===== src/rtl/pitl_pkg.sv =====
// shared types and constants for the point-in-tetrahedron locate unit
package pitl_pkg;

    localparam int MAX_ELEMENTS = 1024;
    localparam int ELEM_W       = (MAX_ELEMENTS > 1) ? $clog2(MAX_ELEMENTS) : 1;
    localparam int LANES        = 4;
    localparam int ROW_ADDR_W   = ELEM_W + 2;
    localparam int TABLE_ROWS   = MAX_ELEMENTS * LANES;

    localparam int COEF_W  = 32;
    localparam int COUNT_W = 11;
    localparam int TOL_W   = 17;
    localparam int FOUND_W = 10;
    localparam int N_W     = (ELEM_W + 1 > COUNT_W) ? ELEM_W + 1 : COUNT_W;
    localparam int ISSUE_W = N_W + 2;
    localparam int PROD_W  = 2 * COEF_W;
    localparam int ACC_W   = PROD_W + 3;
    localparam int BIAS_W  = COEF_W + 2;

    localparam int PADDR_W = 3;
    localparam int PDATA_W = 32;

    localparam logic [1:0] ROW_FIRST = 2'd0;
    localparam logic [1:0] ROW_LAST  = 2'(LANES - 1);

    localparam logic FUNC_WRITE  = 1'b0;
    localparam logic FUNC_LOCATE = 1'b1;

    localparam logic REG_COUNT = 1'b0;
    localparam logic REG_TOL   = 1'b1;

    localparam logic [TOL_W-1:0] TOL_RESET = TOL_W'(655);

    typedef struct packed {
        logic                      func;
        logic [9:0]                element_index;
        logic [3:0]                coefficient_index;
        logic signed [COEF_W-1:0]  coefficient_value;
        logic signed [COEF_W-1:0]  pos_x;
        logic signed [COEF_W-1:0]  pos_y;
        logic signed [COEF_W-1:0]  pos_z;
    } req_t;

    typedef struct packed {
        logic               found;
        logic [FOUND_W-1:0] found_element;
    } rsp_t;

    typedef struct packed {
        logic [COUNT_W-1:0] element_count;
        logic [TOL_W-1:0]   inside_tolerance;
    } cfg_t;

    typedef logic [LANES-1:0][COEF_W-1:0] coef_row_t;

    typedef struct packed {
        logic                  valid;
        logic [ROW_ADDR_W-1:0] addr;
    } row_tag_t;

    typedef struct packed {
        logic                  active;
        logic                  ok_valid;
        logic                  ok;
        logic [ROW_ADDR_W-1:0] addr;
    } eval_stat_t;

endpackage


===== src/rtl/pitl_cfg_regs.sv =====
// configuration registers behind the apb-style port
module pitl_cfg_regs (
    input  logic                          clk,
    input  logic                          rst_n,
    input  logic                          psel,
    input  logic                          penable,
    input  logic                          pwrite,
    input  logic [pitl_pkg::PADDR_W-1:0]  paddr,
    input  logic [pitl_pkg::PDATA_W-1:0]  pwdata,
    output logic [pitl_pkg::PDATA_W-1:0]  prdata,
    output logic                          pready,
    output pitl_pkg::cfg_t                cfg
);

    logic [pitl_pkg::COUNT_W-1:0] count_reg;
    logic [pitl_pkg::TOL_W-1:0]   tol_reg;
    logic                         wr_en;

    assign pready = 1'b1;
    assign wr_en  = psel & penable & pwrite;

    always_ff @(posedge clk or negedge rst_n)
    begin
        if (!rst_n)
        begin
            count_reg <= '0;
            tol_reg   <= pitl_pkg::TOL_RESET;
        end
        else if (wr_en)
        begin
            unique case (paddr[2])
                pitl_pkg::REG_COUNT: count_reg <= pwdata[pitl_pkg::COUNT_W-1:0];
                pitl_pkg::REG_TOL:   tol_reg   <= pwdata[pitl_pkg::TOL_W-1:0];
                default:             count_reg <= count_reg;
            endcase
        end
    end

    always_comb
    begin
        unique case (paddr[2])
            pitl_pkg::REG_COUNT: prdata = pitl_pkg::PDATA_W'(count_reg);
            pitl_pkg::REG_TOL:   prdata = pitl_pkg::PDATA_W'(tol_reg);
            default:             prdata = '0;
        endcase
    end

    assign cfg.element_count    = count_reg;
    assign cfg.inside_tolerance = tol_reg;

endmodule


===== config.mk =====
export PLATFORM = sky130hd
export DESIGN_NAME = pitl_cfg_regs
export DESIGN_NICKNAME = d
export VERILOG_FILES = /design/src/rtl/pitl_pkg.sv /design/src/rtl/pitl_cfg_regs.sv
export SDC_FILE = /design/constraint.sdc
export NUM_CORES = 1
export LEC_CHECK = 0
export BUFFER_PORTS_ARGS = -buffer_cell sky130_fd_sc_hd__clkbuf_2
export CORE_MARGIN = 5
export CORE_UTILIZATION = 41
export DETAILED_ROUTE_END_ITERATION = 8
export HOLD_SLACK_MARGIN = 0.06
export PLACE_DENSITY_LB_ADDON = 0.05
export SLEW_MARGIN = 25
export SYNTH_ARGS = -nofsm -noshare
export SYNTH_HDL_FRONTEND = slang
export SYNTH_SLANG_ARGS = --single-unit
export TNS_END_PERCENT = 10

===== constraint.sdc =====
create_clock -name clk -period 1.1 [get_ports clk]
set_input_delay 0.11 -clock clk [delete_from_list [all_inputs] [get_ports clk]]
set_output_delay 0.11 -clock clk [all_outputs]
set_load 0.01 [all_outputs]

# Word-level counts from Yosys, hierarchy flattened
# Index checks and enable logic that the tools add are counted.
classes:
  reduce_logical: 2
  n_mux: 1
  bitwise: 3
op_table:
  columns: ["cell", "n"]
  rows:
  - ["32-bit case mux with 2 select lines", 1]
  - ["2-bit AND reduction", 2]
  - ["1-bit AND", 2]
  - ["1-bit inverter", 1]
word_totals:
  word_cells: 8
  in_bits: 40
  ff_bits: 28
  out_inout_bits: 61

# Logic depth before layout (Yosys ltp)
# Gate-level depths: netlist of the first run.
logic_depth:
  word_depth: 3
  mapped_depth: 4
  depth_no_buf: 2

# Worst setup path before layout of the first run
# Ideal clock, no wire load.
synth_timing:
  kind: "in2reg"
  start: "input paddr[2] (netlist bit)"
  end: "register tol_reg[10] (netlist bit)"
  required_ns: 0.975
  path_buffers: 2
  setup_slack_ns: 0.137
  arrival_ns: 0.838
  setup_ns: 0.125
  path_stages: 4
  path_cell_list: "buf_6 -> nand4_4 -> buf_6 -> mux2_4"
synth_via:
  elab_chain_cells: 1
synth_rtl:
  columns: ["item", "line", "rtl"]
  rows:
  - ["from (decl)", "pitl_cfg_regs.sv:8", "input logic [pitl_pkg::PADDR_W-1:0] paddr,"]
  - ["2-bit AND reduction (no source line)", null, null]
  - ["to (signal assigned)", "pitl_cfg_regs.sv:27", "tol_reg <= pitl_pkg::TOL_RESET;"]
  - ["to (signal assigned)", "pitl_cfg_regs.sv:33", "pitl_pkg::REG_TOL: tol_reg <= pwdata[pitl_pkg::TOL_W-1:0];"]
  - ["to (decl)", "pitl_cfg_regs.sv:16", "logic [pitl_pkg::TOL_W-1:0] tol_reg;"]
# No other way between the ends.
# A chain may end at the register's enable or synchronous reset.

# Worst setup path in the final report of the first run
layout_timing:
  start: "register count_reg[3] (netlist bit)"
  end: "output prdata[3] (netlist bit)"
layout_via:
  elab_chain_cells: 1
layout_rtl:
  columns: ["item", "line", "rtl"]
  rows:
  - ["from (decl)", "pitl_cfg_regs.sv:15", "logic [pitl_pkg::COUNT_W-1:0] count_reg;"]
  - ["from (signal assigned)", "pitl_cfg_regs.sv:32", "pitl_pkg::REG_COUNT: count_reg <= pwdata[pitl_pkg::COUNT_W-1:0];"]
  - ["from (signal assigned)", "pitl_cfg_regs.sv:34", "default: count_reg <= count_reg;"]
  - ["32-bit case mux with 2 select lines", "pitl_cfg_regs.sv:41", "unique case (paddr[2])"]
  - ["to (decl)", "pitl_cfg_regs.sv:10", "output logic [pitl_pkg::PDATA_W-1:0] prdata,"]
# No other way between the ends. The select of a mux whose other input is x is not followed.

==> impl_metrics.yaml, run 1 <==
critical_path:
  r2r_start: "count_reg[6]"
  crit_path_max_fanout: 3
  reg2reg_depth: 2
  startpoint: "count_reg[3]"
  max_stage_delay_ns: 0.43
  crit_path_top_delay_cell: "dfrtp_1"
  r2r_setup_slack_ns: 0.19
  endpoint: "prdata[3]"
  rr_endpoint: "count_reg[6]"
  path_cells: "mux2_2, buf_6"
  worstPathArrival_ns: 1.14
  end_kind: "output port"
  critPathRequiredTime_ns: 0.99
  criticalPathCategory: "flop to output port"
  start_kind: "flop"
routing:
  ant_nets: 0
  dr.pass1.iters: 2
  finalWirelength_mm: 3.189
  first_iter_violations: 18
  drc: 0
  detail_route.vias_per_cell: 4.401
  vias: 1043
  routedWlPerCell_um: 13.46
finish:
  seq_area_um2: 708.2
  multi_input_area_um2: 644.4
  drive_above_1_share_pct: 68.06
  final_cells: 237
  design_area_um2: 2133
  final_common_cell: "clkbuf_2"
  area_delta_synth_final_pct: 48.78
  nFillCells: 280
  mostFrequentLayoutCells: "clkbuf_2, mux2_2, dfrtp_1"
  n_antenna_cell: 0
  nNetsFinal: 232
  largest_reg_flops: 17
sta:
  min_period_ns: 1.253
  fin_crit_sh_pct: 113.9
  fmax_ghz: 0.7981
  finalSetupTns_ns: -1.794
  rsz0062_at_grt: "yes"
  hold_ws_ns: 0.3040
  fin_skew_ns: 0
  fin_ws_ns: -0.1530
  drv_slew: 0
  hold_viol: 0
  setup_viol: 19
run:
  cap_violations: 0
clock_tree:
  numCtsBuffers: 3
  cts_tree: "yes"
  cts-htree-levels: 1
  clk_latency_ns: 0.31
  clk_path_buf_depth: 2
  clkSlewWorstSetupHoldPaths_ns: 0.14
  cts.sinks: 28
  clock-root-buffer: "clkbuf_4"
floorplanning:
  row_count: 21
  dieArea_um2: 4780
  core_area_um2: 3363
  fp.dieH_um: 69.14
  die_w_um: 69.14
  ios: 101
  initial_core_util_pct: 42.63
grt:
  grt_pass1_wl_mm: 5.444
  grt_max_degree: 29
  grt_pass1_vias: 1169
  antenna_found_initial: 0
  grt_overflow: 0
  grt_usage_pct: 13.76
synthesis:
  synth_area_leader_cell: "dfrtp_1"
  synth-xor-area-share_pct: 0
  synth_seq_cells: 28
  synth_cell_types: 11
  synth_seq_area_share_pct: 49.39
  synthCells: 97
  netlist_area_um2: 1434
  yosysWarnings: 0
  synth_fa_ha_area_share_pct: 0
  synth-simple-area-share_pct: 5.759
  synth.area.top_cells: "dfrtp_1, mux2_2, dfstp_2"
  synth.top_cell.area_share_pct: 38.39
  synth_top_family_by_area: "multiplexers"
  synth_compound_area_share_pct: 0
  synthMuxAreaShare_pct: 33.25
  avgSynthCellArea_um2: 14.78
min_path:
  hold_class: "input port to asynchronous set/reset pin"
placed_design:
  gp_congestion: 0.7114
  portBuffers: 67
  dpl.cell_count: 209
  dp_hpwl_mm: 2.287
  detailed_place.area_um2: 1783
run_status:
  status: "finished, violations left"
  failed_checks: "setup timing"
power:
  p_total_mw: 3.300
  leakagePower_nw: 1.122
  power_density_nw_per_um2: 1547
  irDropWorstVdd_mv: 0.7907
[worst max-delay path, delay by kind of cell, from the launching register on]
| family | cells | cell delay, ns |
|---|---|---|
| buffers and inverters | 1 | 0.12 |
| DFF | 1 | 0.43 |
| muxes | 1 | 0.28 |
[kinds of logic after synthesis]
group                  count (synthesis)
DFF                                   28
muxes                                 39
buffers and inverters                 20
other                                  2
and+or+nand+nor                        8
[cell usage after synthesis]
cell,instances
mux2_2,29
dfrtp_1,22
buf_4,16
mux2_4,10
and2_1,6
dfstp_2,6
buf_6,3
conb_1,2
buf_2,1
nand4_4,1
nand4b_4,1
[power by group]
group          leakage [nW]  internal [mW]  total (mW)  switching [mW]
Combinational         0.774          0.816        1.37           0.551
Sequential            0.327           1.29        1.46           0.167
Clock                0.0210          0.202       0.474           0.272
Total                  1.12           2.31        3.30           0.990
[per-stage QoR]
stage                     worst slack, ns  utilization, %
after floorplan                    0.1366               -
after global placement            0.02177           53.01
after detailed placement          0.01891           53.01
after CTS                         -0.1733           60.57
after global routing              -0.2095           63.43
final                             -0.1530           63.43
[repair_timing]
item,CTS,global route
setup buffers,3,3
resized for setup,4,24
endpoints found under the setup margin,23,24
pin swaps,6,0
hold buffers,18,0
hold endpoints to repair,56,0
[worst min path at each step]
stage                    end  slack (ns)  cells past startpoint
3_3_place_gp     tol_reg[14]        0.13                      2
4_1_cts          tol_reg[14]        0.30                      3
3_5_place_dp     tol_reg[14]        0.13                      2
5_1_grt        count_reg[10]        0.35                      3
2_1_floorplan   count_reg[0]       -0.19                      0
6_report         tol_reg[14]        0.30                      3
[cell type report]
type / instances / area share, %
clock buffer: 4 / 1.701
multi-input combinational: 63 / 30.21
sequential: 28 / 33.20
tap: 46 / 2.698
timing repair buffer: 96 / 32.20
[layer usage]
layer	global-route usage (%)	vias up	part of all wire (%)
li1	-	494	-
met1	15.99	498	41
met2	24.05	49	51
met3	4.797	2	7.9
met4	3.471	0	0.41
met5	0	-	0
Power figures use the tool's default switching activity.
==> run 2: changes to the inputs <==
--- a/config.mk
+++ b/config.mk
@@ -7,7 +7,7 @@
 export LEC_CHECK = 0
 export BUFFER_PORTS_ARGS = -buffer_cell sky130_fd_sc_hd__clkbuf_2
 export CORE_MARGIN = 5
-export CORE_UTILIZATION = 41
+export CORE_UTILIZATION = 25
 export DETAILED_ROUTE_END_ITERATION = 8
 export HOLD_SLACK_MARGIN = 0.06
 export PLACE_DENSITY_LB_ADDON = 0.05
==> run 2 against run 1 <==
Compared with the run above: the flow still finishes with violations (setup timing); via count decreased by 6.1%; worst hold slack worse by 0.23 ns; highest routed layer unchanged; sequential power barely moved; first-iteration DRC count up 72%; cell count rose by 4.2%; worst setup slack better by 0.056 ns; sequential cell count unchanged; maximum frequency rose by 4.7%; critical endpoint is now prdata[9]; wire length up 4.0%; clock skew unchanged; core utilization down 27 points.
==> impl_metrics.yaml, run 2 (same netlist as run 1, synthesis figures left out) <==
run_status:
  status: "finished, violations left"
  failed_checks: "setup timing"
floorplanning:
  ios: 101
  dieArea_um2: 7350
  die_w_um: 85.74
  row_count: 27
  fp.dieH_um: 85.74
  core_area_um2: 5540
  initial_core_util_pct: 25.88
critical_path:
  worstPathArrival_ns: 1.09
  critPathRequiredTime_ns: 0.99
  end_kind: "output port"
  crit_path_max_fanout: 3
  start_kind: "flop"
  criticalPathCategory: "flop to output port"
sta:
  hold_viol: 0
  setup_viol: 11
  hold_ws_ns: 0.07347
  min_period_ns: 1.197
  fin_skew_ns: 0
  drv_slew: 0
  fin_ws_ns: -0.09669
  rsz0062_at_grt: "yes"
  finalSetupTns_ns: -0.8872
  fin_crit_sh_pct: 108.8
  fmax_ghz: 0.8356
power:
  p_comb_share_pct: 36.6
  p_sw_share_pct: 30.04
  leakagePower_nw: 1.057
  p_sw_uw: 991.9
  power_density_nw_per_um2: 1643
  power.share.clock_pct: 19.0
  seq_power_share_pct: 44.4
  irDropWorstVdd_mv: 0.7065
  p_int_mw: 2.310
finish:
  n_antenna_cell: 0
  final_cells: 247
  mostFrequentLayoutCells: "clkbuf_2, mux2_2, dfrtp_1"
  final_core_util_pct: 36.27
  area_delta_synth_final_pct: 40.14
  final_common_cell: "clkbuf_2"
  drive_above_1_share_pct: 71.43
  nNetsFinal: 216
  largest_reg_flops: 17
routing:
  ant_nets: 0
  drc: 0
  routedWlPerCell_um: 13.43
  first_iter_violations: 31
  dr.pass1.iters: 2
  detail_route.vias_per_cell: 3.964
  finalWirelength_mm: 3.317
  vias: 979
clock_tree:
  clock-root-buffer: "clkbuf_8"
  clk_latency_ns: 0.26
  cts-htree-levels: 1
  numCtsBuffers: 3
  clk_path_buf_depth: 2
  cts_tree: "yes"
  clkSlewWorstSetupHoldPaths_ns: 0.09
  cts.sinks: 28
grt:
  grt_pass1_vias: 1028
  grt_usage_pct: 8.934
  grt_overflow: 0
  antenna_found_initial: 0
  grt_pass1_wl_mm: 5.209
  grt_max_degree: 18
placed_design:
  dpl.cell_count: 235
  portBuffers: 67
  dp_slack_ns: 0.03507
  dp_hpwl_mm: 2.554
  gp_congestion: 0.6610
run:
  cap_violations: 0
min_path:
  hold_class: "input port to flop"
==> run 2: changes by cell type in the layout (fill, tap and decap cells not counted), moves of 2 or more <==
cell,change
buf_4,-3
buf_2,+3
dlygate4sd3_1,-12
clkbuf_2,+2
clkbuf_8,+3
buf_6,-7
clkbuf_4,-3
==> run 2: routing by layer <==
| metal | track usage (%) | routed length, µm | part of all wire, % | vias up |
|---|---|---|---|---|
| met4 | 1.727 | 12 | 0.36 | 0 |
| met3 | 2.882 | 320 | 9.6 | 2 |
| met2 | 15.32 | 1574 | 47 | 51 |
| met5 | 0 | 0 | 0 | - |
| met1 | 11.03 | 1409 | 42 | 471 |
| li1 | - | - | - | 455 |
==> run 2: power by group through the flow <==
stage	clock (mW)	combinational, mW	sequential (mW)
2_1_floorplan	0	0.543	1.56
3_3_place_gp	0	1.10	1.47
3_5_place_dp	0	1.10	1.49
4_1_cts	0.666	1.16	1.47
5_1_grt	0.710	1.31	1.51
6_report	0.627	1.21	1.47
==> run 2: critical path, stage by stage (launching register included) <==
cell and delay [ns]:
dfrtp_1 0.42, mux2_4 0.28, buf_6 0.12
==> run 2: final cells by class <==
| class | instances | area, µm² |
|---|---|---|
| Clock buffer | 4 | 55.05 |
| Fill cell | 576 | 3531 |
| Multi-Input combinational cell | 63 | 645.6 |
| Sequential cell | 28 | 708.2 |
| Tap cell | 72 | 90.09 |
| Timing Repair Buffer | 80 | 510.5 |
==> run 2: timing repair <==
item / CTS / global route
hold buffers: 5 / 1
setup buffers: 0 / 2
setup endpoints to repair: 11 / 20
resized for setup: 7 / 12
pin swaps: 0 / 2
hold endpoints to repair: 29 / 1
==> run 2: worst paths after layout <==
check / from / endpoint / slack [ns] / cells past startpoint
hold reg to reg: tol_reg[13] / tol_reg[13] / 0.54 / 1
setup / recovery: count_reg[9] / prdata[9] / -0.1 / 2
min in group asynchronous: rst_n / tol_reg[5] / 0.27 / 2
hold / removal: pwdata[16] / tol_reg[16] / 0.07 / 2
setup reg to reg: tol_reg[5] / tol_reg[5] / 0.21 / 2
max in group asynchronous: rst_n / tol_reg[1] / 0.35 / 3
==> run 2: through the flow <==
step | power, mW | instance area, µm²
4_1_cts | 3.297 | 1959
3_5_place_dp | 2.583 | 1828
6_report | 3.302 | 2009
5_1_grt | 3.523 | 2009
2_1_floorplan | 2.105 | 1486
3_3_place_gp | 2.567 | 1828
